`src/hdl/ahpn_pkg.sv`:
```
// ahpn_pkg: shared constants and controller/datapath interface types
// for the high-pass peak normaliser; no dependencies
`timescale 1ns / 1ps

package ahpn_pkg;

	// default parameter values
	localparam int CHUNK_MAX_DEF   = 64;
	localparam int SAMPLE_BITS_DEF = 16;

	// configuration port geometry
	localparam int CFG_IDX_W  = 8;
	localparam int CFG_DATA_W = 16;

	// register indexes
	localparam logic [CFG_IDX_W-1:0] CFG_HP_COEF    = 8'd0;
	localparam logic [CFG_IDX_W-1:0] CFG_TARGET     = 8'd1;
	localparam logic [CFG_IDX_W-1:0] CFG_FLOOR      = 8'd2;
	localparam logic [CFG_IDX_W-1:0] CFG_GAIN_LIMIT = 8'd3;

	// register widths and reset values
	localparam int LEVEL_W = 15;
	localparam int GAIN_W  = 16;
	localparam logic [LEVEL_W-1:0] HP_COEF_RST    = 15'd31752;
	localparam logic [LEVEL_W-1:0] TARGET_RST     = 15'd29491;
	localparam logic [LEVEL_W-1:0] FLOOR_RST      = 15'd3;
	localparam logic [GAIN_W-1:0]  GAIN_LIMIT_RST = 16'd40960;

	// fixed point
	localparam int COEF_FRAC = 15;
	localparam int GAIN_FRAC = 12;
	localparam logic [GAIN_W-1:0] GAIN_ONE = 16'd4096;

	// gain divider: (target << 12) / peak, one quotient bit per cycle
	localparam int DIVD_W  = LEVEL_W + GAIN_FRAC;
	localparam int DIVCNT_W = $clog2(DIVD_W + 1);

	// controller to datapath
	typedef struct packed {
		logic take_in;    // register filter product of an accepted sample
		logic commit;     // store filtered sample, update peak and history
		logic div_load;   // start gain division
		logic div_step;   // one quotient bit
		logic set_unity;  // gain of one
		logic cap_gain;   // gain = min(quotient, limit)
		logic rd_issue;   // read chunk store at emit index
		logic mul_out;    // register gain product
		logic load_out;   // load output register, advance emit index
	} cmd_t;

	// datapath to controller
	typedef struct packed {
		logic end_chunk;   // sample in flight ends the chunk
		logic gain_needed; // floor < peak < target
		logic div_done;
		logic out_free;    // output register can take a result
		logic emit_last;   // emit index is the chunk's final sample
	} sts_t;

endpackage

```
`src/hdl/ahpn_ram.sv`:
```
// ahpn_ram: generic single write, single read RAM with registered read
// no dependencies
`timescale 1ns / 1ps

module ahpn_ram #(
	parameter int WIDTH = 18,
	parameter int DEPTH = 64,
	localparam int AW = (DEPTH > 1) ? $clog2(DEPTH) : 1
) (
	input  logic             clk,
	input  logic             we,
	input  logic [AW-1:0]    waddr,
	input  logic [WIDTH-1:0] wdata,
	input  logic             re,
	input  logic [AW-1:0]    raddr,
	output logic [WIDTH-1:0] rdata
);

	logic [WIDTH-1:0] mem [DEPTH];

	// write port
	always_ff @(posedge clk) begin
		if (we) begin
			mem[waddr] <= wdata;
		end
	end

	// registered read port
	always_ff @(posedge clk) begin
		if (re) begin
			rdata <= mem[raddr];
		end
	end

endmodule

```
`src/hdl/ahpn_datapath.sv`:
```
// ahpn_datapath: filter, chunk store, peak tracking, gain divider,
// output scaling and output register; uses ahpn_pkg and ahpn_ram
`timescale 1ns / 1ps

module ahpn_datapath #(
	parameter int CHUNK_MAX   = ahpn_pkg::CHUNK_MAX_DEF,
	parameter int SAMPLE_BITS = ahpn_pkg::SAMPLE_BITS_DEF
) (
	input  logic                               clk,
	input  logic                               arst_n,
	input  ahpn_pkg::cmd_t                     cmd,
	output ahpn_pkg::sts_t                     sts,
	input  logic signed [SAMPLE_BITS-1:0]      in_sample,
	input  logic                               in_end,
	input  logic                               cfg_valid,
	input  logic [ahpn_pkg::CFG_IDX_W-1:0]     cfg_index,
	input  logic [ahpn_pkg::CFG_DATA_W-1:0]    cfg_data,
	output logic                               out_valid,
	input  logic                               out_ready,
	output logic signed [SAMPLE_BITS-1:0]      out_sample,
	output logic [ahpn_pkg::GAIN_W-1:0]        out_gain,
	output logic                               out_last
);

	localparam int SB   = SAMPLE_BITS;
	localparam int FB   = SB + 2;                   // filter state
	localparam int DW   = FB + 1;                   // filter difference
	localparam int FPW  = DW + ahpn_pkg::LEVEL_W + 1;
	localparam int FRW  = FPW - ahpn_pkg::COEF_FRAC;
	localparam int EPW  = FB + ahpn_pkg::GAIN_W + 1;
	localparam int ERW  = EPW - ahpn_pkg::GAIN_FRAC;
	localparam int LW   = ahpn_pkg::LEVEL_W;
	localparam int GW   = ahpn_pkg::GAIN_W;
	localparam int PKW  = (FB > LW) ? FB : LW;
	localparam int CW   = $clog2(CHUNK_MAX + 1);
	localparam int AW   = (CHUNK_MAX > 1) ? $clog2(CHUNK_MAX) : 1;
	localparam int QW   = ahpn_pkg::DIVD_W;

	localparam logic signed [FRW-1:0] F_HI = FRW'(2 ** (FB - 1) - 1);
	localparam logic signed [FRW-1:0] F_LO = -F_HI - FRW'(1);
	localparam logic signed [ERW-1:0] E_HI = ERW'(2 ** (SB - 1) - 1);
	localparam logic signed [ERW-1:0] E_LO = -E_HI - ERW'(1);
	localparam logic signed [FPW-1:0] F_HALF = FPW'(2 ** (ahpn_pkg::COEF_FRAC - 1));
	localparam logic signed [EPW-1:0] E_HALF = EPW'(2 ** (ahpn_pkg::GAIN_FRAC - 1));

	// configuration registers
	logic [LW-1:0] hp_coef_q, target_q, floor_q;
	logic [GW-1:0] gain_limit_q;

	always_ff @(posedge clk or negedge arst_n) begin
		if (!arst_n) begin
			hp_coef_q    <= ahpn_pkg::HP_COEF_RST;
			target_q     <= ahpn_pkg::TARGET_RST;
			floor_q      <= ahpn_pkg::FLOOR_RST;
			gain_limit_q <= ahpn_pkg::GAIN_LIMIT_RST;
		end else if (cfg_valid) begin
			case (cfg_index)
				ahpn_pkg::CFG_HP_COEF:    hp_coef_q    <= cfg_data[LW-1:0];
				ahpn_pkg::CFG_TARGET:     target_q     <= cfg_data[LW-1:0];
				ahpn_pkg::CFG_FLOOR:      floor_q      <= cfg_data[LW-1:0];
				ahpn_pkg::CFG_GAIN_LIMIT: gain_limit_q <= cfg_data;
				default: ;
			endcase
		end
	end

	// filter history and chunk state
	logic signed [SB-1:0] prev_raw_q;
	logic signed [FB-1:0] prev_filt_q;
	logic [FB-1:0]        peak_q;
	logic [CW-1:0]        count_q;
	logic [CW-1:0]        idx_q;

	// filter multiply: a * (y_prev + x - x_prev)
	logic signed [DW-1:0]  diff;
	logic signed [FPW-1:0] fprod;
	logic signed [FPW-1:0] fprod_s1;
	logic signed [SB-1:0]  x_s1;
	logic                  last_s1;

	assign diff  = DW'(prev_filt_q) + DW'(in_sample) - DW'(prev_raw_q);
	assign fprod = FPW'(diff) * FPW'($signed({1'b0, hp_coef_q}));

	always_ff @(posedge clk) begin
		if (cmd.take_in) begin
			fprod_s1 <= fprod;
			x_s1     <= in_sample;
		end
	end

	always_ff @(posedge clk or negedge arst_n) begin
		if (!arst_n) begin
			last_s1 <= 1'b0;
		end else if (cmd.take_in) begin
			last_s1 <= in_end;
		end
	end

	// round half up, saturate to filter width
	logic signed [FPW-1:0] fsum;
	logic signed [FRW-1:0] frnd;
	logic signed [FB-1:0]  y;
	logic [FB-1:0]         mag;

	assign fsum = fprod_s1 + F_HALF;
	assign frnd = fsum[FPW-1:ahpn_pkg::COEF_FRAC];

	always_comb begin
		if (frnd > F_HI) begin
			y = F_HI[FB-1:0];
		end else if (frnd < F_LO) begin
			y = F_LO[FB-1:0];
		end else begin
			y = frnd[FB-1:0];
		end
	end

	assign mag = y[FB-1] ? FB'(-y) : y;

	// chunk store
	logic [FB-1:0] rd_data;

	ahpn_ram #(
		.WIDTH (FB),
		.DEPTH (CHUNK_MAX)
	) u_store (
		.clk   (clk),
		.we    (cmd.commit),
		.waddr (count_q[AW-1:0]),
		.wdata (y),
		.re    (cmd.rd_issue),
		.raddr (idx_q[AW-1:0]),
		.rdata (rd_data)
	);

	// gain divider, restoring, one quotient bit per step
	logic [PKW-1:0]               rem_q;
	logic [QW-1:0]                quo_q;
	logic [ahpn_pkg::DIVCNT_W-1:0] div_cnt_q;
	logic [PKW:0]                 trial;
	logic                         trial_ge;
	logic [GW-1:0]                gain_q;

	assign trial    = {rem_q, quo_q[QW-1]};
	assign trial_ge = trial >= (PKW + 1)'(peak_q);

	always_ff @(posedge clk) begin
		if (cmd.div_load) begin
			rem_q <= '0;
			quo_q <= {target_q, ahpn_pkg::GAIN_FRAC'(0)};
		end else if (cmd.div_step) begin
			rem_q <= trial_ge ? PKW'(trial - (PKW + 1)'(peak_q)) : trial[PKW-1:0];
			quo_q <= {quo_q[QW-2:0], trial_ge};
		end
	end

	always_ff @(posedge clk or negedge arst_n) begin
		if (!arst_n) begin
			div_cnt_q <= '0;
		end else if (cmd.div_load) begin
			div_cnt_q <= ahpn_pkg::DIVCNT_W'(QW);
		end else if (cmd.div_step) begin
			div_cnt_q <= div_cnt_q - 1'b1;
		end
	end

	// chosen gain
	always_ff @(posedge clk) begin
		if (cmd.set_unity) begin
			gain_q <= ahpn_pkg::GAIN_ONE;
		end else if (cmd.cap_gain) begin
			gain_q <= (quo_q > QW'(gain_limit_q)) ? gain_limit_q : quo_q[GW-1:0];
		end
	end

	// history, peak, fill count and emit index
	always_ff @(posedge clk or negedge arst_n) begin
		if (!arst_n) begin
			prev_raw_q  <= '0;
			prev_filt_q <= '0;
			peak_q      <= '0;
			count_q     <= '0;
			idx_q       <= '0;
		end else if (cmd.commit) begin
			prev_raw_q  <= x_s1;
			prev_filt_q <= y;
			count_q     <= count_q + 1'b1;
			if (mag > peak_q) begin
				peak_q <= mag;
			end
		end else if (cmd.load_out) begin
			if (sts.emit_last) begin
				count_q <= '0;
				peak_q  <= '0;
				idx_q   <= '0;
			end else begin
				idx_q <= idx_q + 1'b1;
			end
		end
	end

	// gain product of a stored sample
	logic signed [EPW-1:0] eprod_s1;

	always_ff @(posedge clk) begin
		if (cmd.mul_out) begin
			eprod_s1 <= EPW'($signed(rd_data)) * EPW'($signed({1'b0, gain_q}));
		end
	end

	// round half up, saturate to sample width
	logic signed [EPW-1:0] esum;
	logic signed [ERW-1:0] ernd;
	logic signed [SB-1:0]  escaled;

	assign esum = eprod_s1 + E_HALF;
	assign ernd = esum[EPW-1:ahpn_pkg::GAIN_FRAC];

	always_comb begin
		if (ernd > E_HI) begin
			escaled = E_HI[SB-1:0];
		end else if (ernd < E_LO) begin
			escaled = E_LO[SB-1:0];
		end else begin
			escaled = ernd[SB-1:0];
		end
	end

	// output register
	logic out_valid_q;

	always_ff @(posedge clk or negedge arst_n) begin
		if (!arst_n) begin
			out_valid_q <= 1'b0;
		end else if (cmd.load_out) begin
			out_valid_q <= 1'b1;
		end else if (out_ready) begin
			out_valid_q <= 1'b0;
		end
	end

	always_ff @(posedge clk) begin
		if (cmd.load_out) begin
			out_sample <= escaled;
			out_gain   <= gain_q;
			out_last   <= sts.emit_last;
		end
	end

	assign out_valid = out_valid_q;

	// status
	assign sts.end_chunk   = last_s1 || (count_q == CW'(CHUNK_MAX - 1));
	assign sts.gain_needed = (PKW'(peak_q) > PKW'(floor_q)) && (PKW'(peak_q) < PKW'(target_q));
	assign sts.div_done    = (div_cnt_q == '0);
	assign sts.out_free    = !out_valid_q || out_ready;
	assign sts.emit_last   = (idx_q == count_q - 1'b1);

endmodule

```
`src/hdl/ahpn_ctrl.sv`:
```
// ahpn_ctrl: sequencing state machine for sample intake, gain choice
// and chunk emission; uses ahpn_pkg command and status types
`timescale 1ns / 1ps

module ahpn_ctrl (
	input  logic           clk,
	input  logic           arst_n,
	input  logic           in_valid,
	output logic           in_ready,
	output ahpn_pkg::cmd_t cmd,
	input  ahpn_pkg::sts_t sts
);

	typedef enum logic [7:0] {
		ST_IDLE   = 8'b0000_0001,
		ST_FILT   = 8'b0000_0010,
		ST_DECIDE = 8'b0000_0100,
		ST_DIV    = 8'b0000_1000,
		ST_CAP    = 8'b0001_0000,
		ST_RD     = 8'b0010_0000,
		ST_MUL    = 8'b0100_0000,
		ST_OUT    = 8'b1000_0000
	} state_t;

	state_t state_q, state_d;

	// next state and commands
	always_comb begin
		state_d  = state_q;
		cmd      = '0;
		in_ready = 1'b0;
		case (state_q)
			ST_IDLE: begin
				in_ready = 1'b1;
				if (in_valid) begin
					cmd.take_in = 1'b1;
					state_d     = ST_FILT;
				end
			end
			ST_FILT: begin
				cmd.commit = 1'b1;
				state_d    = sts.end_chunk ? ST_DECIDE : ST_IDLE;
			end
			ST_DECIDE: begin
				if (sts.gain_needed) begin
					cmd.div_load = 1'b1;
					state_d      = ST_DIV;
				end else begin
					cmd.set_unity = 1'b1;
					state_d       = ST_RD;
				end
			end
			ST_DIV: begin
				if (sts.div_done) begin
					state_d = ST_CAP;
				end else begin
					cmd.div_step = 1'b1;
				end
			end
			ST_CAP: begin
				cmd.cap_gain = 1'b1;
				state_d      = ST_RD;
			end
			ST_RD: begin
				cmd.rd_issue = 1'b1;
				state_d      = ST_MUL;
			end
			ST_MUL: begin
				cmd.mul_out = 1'b1;
				state_d     = ST_OUT;
			end
			ST_OUT: begin
				if (sts.out_free) begin
					cmd.load_out = 1'b1;
					state_d      = sts.emit_last ? ST_IDLE : ST_RD;
				end
			end
			default: begin
				state_d = ST_IDLE;
			end
		endcase
	end

	// state register
	always_ff @(posedge clk or negedge arst_n) begin
		if (!arst_n) begin
			state_q <= ST_IDLE;
		end else begin
			state_q <= state_d;
		end
	end

endmodule

```
`src/hdl/audio_highpass_peak_normalizer.sv`:
```
// audio_highpass_peak_normalizer: top level, streaming ports and config port
// depends on ahpn_pkg, ahpn_ctrl, ahpn_datapath (which holds ahpn_ram)
`timescale 1ns / 1ps

// DC-blocking first-order high-pass with per-chunk peak normalisation.
// Each input sample is handled in turn: the filter multiply in the cycle it
// is accepted, then the rounded, saturated result is written to the chunk
// store and the peak updated; the next sample is taken only after that. A
// chunk ends on tlast or when the store holds CHUNK_MAX samples. Then a
// decide state chooses the gain; when the peak lies strictly between
// floor_peak and target_peak a bit-serial divider (27 quotient bits and a
// done check) and a limit step follow. Every stored sample is then emitted
// by a store read, a gain multiply and the output register, which may wait
// on a downstream stall, with tlast on the final one. No input is taken between a
// chunk's end and the loading of its final result; the output register lets
// the next chunk start while that result waits. Filter state carries over
// between chunks. Registers: 0 hp_coefficient, 1 target_peak, 2 floor_peak,
// 3 gain_limit; writes to other indexes are ignored.
module audio_highpass_peak_normalizer #(
	parameter int CHUNK_MAX   = ahpn_pkg::CHUNK_MAX_DEF,
	parameter int SAMPLE_BITS = ahpn_pkg::SAMPLE_BITS_DEF,
	localparam int IN_W  = ((SAMPLE_BITS + 7) / 8) * 8,
	localparam int OUT_W = ((SAMPLE_BITS + ahpn_pkg::GAIN_W + 7) / 8) * 8
) (
	input  logic                            clk,
	input  logic                            arst_n,
	// input samples
	input  logic                            s_tvalid,
	output logic                            s_tready,
	input  logic [IN_W-1:0]                 s_tdata,  // sample_in
	input  logic                            s_tlast,  // chunk_end
	// output samples
	output logic                            m_tvalid,
	input  logic                            m_tready,
	output logic [OUT_W-1:0]                m_tdata,  // sample_out, gain_applied
	output logic                            m_tlast,  // last_out
	// configuration writes
	input  logic                            cfg_valid,
	output logic                            cfg_ready,
	input  logic [ahpn_pkg::CFG_IDX_W-1:0]  cfg_index,
	input  logic [ahpn_pkg::CFG_DATA_W-1:0] cfg_data
);

	ahpn_pkg::cmd_t cmd;
	ahpn_pkg::sts_t sts;

	logic signed [SAMPLE_BITS-1:0]  out_sample;
	logic [ahpn_pkg::GAIN_W-1:0]    out_gain;

	// configuration is always taken
	assign cfg_ready = 1'b1;

	ahpn_ctrl u_ctrl (
		.clk      (clk),
		.arst_n   (arst_n),
		.in_valid (s_tvalid),
		.in_ready (s_tready),
		.cmd      (cmd),
		.sts      (sts)
	);

	ahpn_datapath #(
		.CHUNK_MAX   (CHUNK_MAX),
		.SAMPLE_BITS (SAMPLE_BITS)
	) u_dp (
		.clk        (clk),
		.arst_n     (arst_n),
		.cmd        (cmd),
		.sts        (sts),
		.in_sample  ($signed(s_tdata[SAMPLE_BITS-1:0])),
		.in_end     (s_tlast),
		.cfg_valid  (cfg_valid),
		.cfg_index  (cfg_index),
		.cfg_data   (cfg_data),
		.out_valid  (m_tvalid),
		.out_ready  (m_tready),
		.out_sample (out_sample),
		.out_gain   (out_gain),
		.out_last   (m_tlast)
	);

	// pack output fields, zero pad to whole bytes
	assign m_tdata = OUT_W'({out_gain, out_sample});

endmodule

```
`config.mk`:
```
export PLATFORM = sky130hd
export DESIGN_NAME = audio_highpass_peak_normalizer
export DESIGN_NICKNAME = d
export VERILOG_FILES = /design/src/hdl/ahpn_pkg.sv /design/src/hdl/ahpn_ram.sv /design/src/hdl/ahpn_datapath.sv /design/src/hdl/ahpn_ctrl.sv /design/src/hdl/audio_highpass_peak_normalizer.sv
export SDC_FILE = /design/constraint.sdc
export NUM_CORES = 2
export LEC_CHECK = 0
export ABC_AREA = 1
export ABC_CLOCK_PERIOD_IN_PS = 9100
export BUFFER_PORTS_ARGS = -buffer_cell sky130_fd_sc_hd__buf_4
export CAP_MARGIN = 20
export CELL_PAD_IN_SITES_DETAIL_PLACEMENT = 1
export CELL_PAD_IN_SITES_GLOBAL_PLACEMENT = 1
export CORE_AREA = 2 2 462 464
export CTS_BUF_LIST = sky130_fd_sc_hd__clkbuf_4 sky130_fd_sc_hd__clkbuf_8
export CTS_CLUSTER_DIAMETER = 60
export DETAILED_ROUTE_END_ITERATION = 6
export DIE_AREA = 0 0 464 466
export GPL_ROUTABILITY_DRIVEN = 0
export PLACE_DENSITY = 0.71
export SETUP_SLACK_MARGIN = 0.2
export SLEW_MARGIN = 30
export SYNTH_ARGS = -nofsm -noshare
export SYNTH_HDL_FRONTEND = slang
export SYNTH_SLANG_ARGS = --single-unit
```
`constraint.sdc`:
```
create_clock -name clk -period 9.1 [get_ports clk]
set_clock_uncertainty 0.2 [all_clocks]
set_input_delay 0.455 -clock clk [delete_from_list [all_inputs] [get_ports clk]]
set_output_delay 0.455 -clock clk [all_outputs]
set_load 0.01 [all_outputs]
```
==> results.py <==
metrics = {
    "run_status": {
        "outcome": "complete, but fails checks",
        "violations": "hold timing",
    },
    "synth": {
        "ys_top_cells_by_area": "edfxtp_1 (46%), fa_1 (14%), nand2_1 (5.4%)",
        "synth_top_area_share_pct": 45.6,
        "ys.flop_type": "edfxtp_1",
        "synth-async-reset-ratio_pct": 9.68,
        "ys_ff_latch": 1467,
        "synth_cells": 8058,
        "netlist_area_um2": 84100,
        "synth-edff-count": 1279,
        "synth.yosys.seq_area_share_pct": 51.0,
        "synth.avg_cell_area_um2": 10.4,
        "syn_nets": 8972,
        "ys_types": 65,
        "yosys.area.top_type": "edfxtp_1",
        "synth_warnings": 0,
    },
    "finish": {
        "nNetsFinal": 9150,
        "layout_common_cells": "edfxtp_1 (1279), nand2_1 (1193), inv_1 (1193)",
        "n_fill_cell": 23100,
        "final_common_cell": "edfxtp_1",
        "drive_gt1_share_pct": 9.96,
        "syn_to_final_growth_pct": 11.7,
    },
    "power": {
        "power_density_nw_per_um2": 282,
        "power.leakage_nw": 37.8,
        "peakVddDrop_mv": 0.376,
    },
    "clock_tree": {
        "cts_max_level": 5,
        "cts_buffer_depth": 4,
        "post_cts_buffers": 0,
        "clk_latency_ns": 1.04,
        "cts_tree": "done",
        "cts_made_buffers": 276,
        "clock_sinks": 1467,
        "cts.clk_slew.worst_paths_ns": 0.06,
        "clock_tree.root_cell": "clkbuf_8",
    },
    "global_routing": {
        "gr-max-usage-layer": "met2",
        "met2_usage_pct": 40.3,
        "grt_antenna_before_repair": 18,
        "grt.overflow.total": 0,
        "gr-usage-met1_pct": 30.5,
        "grt_usage_pct": 23.6,
        "grt_use_met3_pct": 3.87,
        "grt_pass1_vias": 66600,
        "grt_pass1_wl_um": 394000,
        "grt_max_degree": 191,
    },
    "setup_path": {
        "slowest_stage": "fa_1",
        "slowest_delay_ns": 0.57,
        "path_class": "reg -> reg",
        "cp_data_arrival_time_ns": 9.03,
        "cp.required_ns": 9.61,
        "endpoint_kind": "flop",
        "critPathMostFrequentCell": "fa_1",
        "crit_path_max_fanout": 6,
        "r2r_cells": 33,
        "start_kind": "flop",
    },
    "routing": {
        "drc_errors": 0,
        "wl_per_cell_um": 22.9,
        "drt-vias-per-instance": 5.43,
        "vias": 61000,
        "drt_first_pass_iters": 5,
        "ant_nets": 0,
        "drt_iter0_drc": 4578,
        "wl_um": 257000,
    },
    "floorplanning": {
        "io_pins": 82,
        "core_um2": 211000,
        "rows": 169,
        "die_x_um": 464,
        "die_h_um": 466,
        "initial_core_util_pct": 39.8,
        "die_area_um2": 216000,
    },
    "sta": {
        "setup_viol": 0,
        "max_freq_mhz": 117,
        "layout_min_cycle_time_ns": 8.52,
        "rsz0062_at_grt": "true",
        "hold_violations": 4,
        "slew_violations": 0,
        "fin_hold_ws_ns": -0.0471,
        "tightest_slew_ns": 1.02,
        "fin_crit_sh_pct": 93.6,
        "setup_tns_ns": 0,
        "maxSlewHeadroom_pct": 31.8,
    },
    "worst_hold_path": {
        "hp-class": "in -> reg",
        "worstHoldPathCells": 4,
    },
    "placed_design": {
        "dpl.hpwl_um": 169000,
        "numPortBuffers": 80,
    },
    "flow_run": {
        "maxCapViolCount": 0,
    },
}
==> flip-flops by register name, summed over array words and instances, names as in the netlist, 18 cells and up <==
register / cells
u_dp.rem_q: 18
u_dp.eprod_s1: 24
u_dp.fprod_s1: 21
u_dp.u_store.rdata: 18
u_dp.peak_q: 18
u_dp.quo_q: 27
u_dp.prev_filt_q: 18
u_dp.u_store.mem: 1152
==> power by group <==
part           switching (mW)  internal [mW]
clock                    2.77           3.43
combinational            7.99           3.04
sequential              0.215           9.10
==> area by class of cell <==
class	instances	area [µm²]	share of cell area, %
repair buffers	289	2400	2.55
flip-flops and latches	1467	42900	45.7
well taps	2821	3530	3.75
multi-input cells	4988	35400	37.7
inverters	1214	4570	4.87
clock inverters	74	479	0.510
diodes	6	15.0	0.0160
clock buffers	384	4670	4.97
==> worst paths after layout <==
check | from | to | slack (ns)
setup reg to reg | u_dp.prev_filt_q[2] | u_dp.fprod_s1[33] | 0.58
hold reg to reg | u_dp.x_s1[10] | u_dp.prev_raw_q[10] | 0.24
max in group asynchronous | arst_n | u_dp.floor_q[13] | 6.66
hold / removal | cfg_index[1] | u_dp.hp_coef_q[10] | -0.05
min in group asynchronous | arst_n | u_dp.prev_raw_q[7] | 0.35
setup / recovery | u_dp.prev_filt_q[2] | u_dp.fprod_s1[33] | 0.58
==> Yosys cell counts (all sizes together), types with 2 or more instances <==
master	count
a211oi	2
a21boi	5
a21o	7
a21oi	221
a221o	3
a221oi	4
a31oi	28
a32o	2
and2	4
buf	45
clkbuf	344
clkinv	14
dfrtp	122
dfstp	20
dfxtp	46
edfxtp	1279
fa	587
ha	281
inv	1200
nand2	1225
nand3	196
nand3b	5
nand4	71
nor2	930
nor3	45
nor4	28
o2111ai	3
o211ai	44
o21a	16
o21ai	758
o21bai	9
o221ai	116
o22ai	200
o311a	5
o31ai	4
or2	31
xnor2	63
xor2	86
==> routing by layer <==
layer	share of wire, %	wire length (µm)	vias up
li1	-	-	27200
met4	3.4	8680	8
met1	42	107000	31500
met3	6.2	15800	475
met2	49	125000	1858
met5	0.021	55	-
==> through the flow <==
| stage | setup slack (ns) | cells | cell area [µm²] | total power, mW | utilization (%) |
|---|---|---|---|---|---|
| floorplan | 1.20 | 8058 | 84100 | 16.0 | - |
| global placement | 0.285 | 10700 | 88200 | 19.9 | 41.7 |
| detailed placement | 0.127 | 10700 | 88200 | 20.4 | 41.7 |
| CTS | 0.208 | 11200 | 93900 | 26.7 | 44.5 |
| global route | 0.181 | 11200 | 94000 | 28.1 | 44.5 |
| finish | 0.578 | 11200 | 94000 | 26.5 | 44.5 |
==> logic make-up after synthesis <==
logic type,after synthesis,share of synthesized area (%)
flops,1467,51.0
buf+inv,1603,7.23
xor+xnor,149,1.57
simple gates,2539,12.3
compound gates,1431,9.76
fa+ha+maj,868,18.1
other cells,1,0.00446
==> repair_timing <==
action | 4_1_cts | 5_1_grt
resized for setup | 0 | 11
hold endpoints to repair | 175 | 0
hold buffers | 57 | 0
setup endpoints to repair | 0 | 13
==> worst max-delay path, delay by kind of cell (launching register included) <==
kind | cells | cell delay (ns)
AO/OA/AOI/OAI | 7 | 1.24
XOR/XNOR | 1 | 0.15
adder cells (fa/ha/maj) | 9 | 4.15
buffers and inverters | 8 | 0.93
flip-flops | 1 | 0.32
AND/OR/NAND/NOR | 8 | 1.21
No activity file was read; power rests on OpenSTA's default activity.
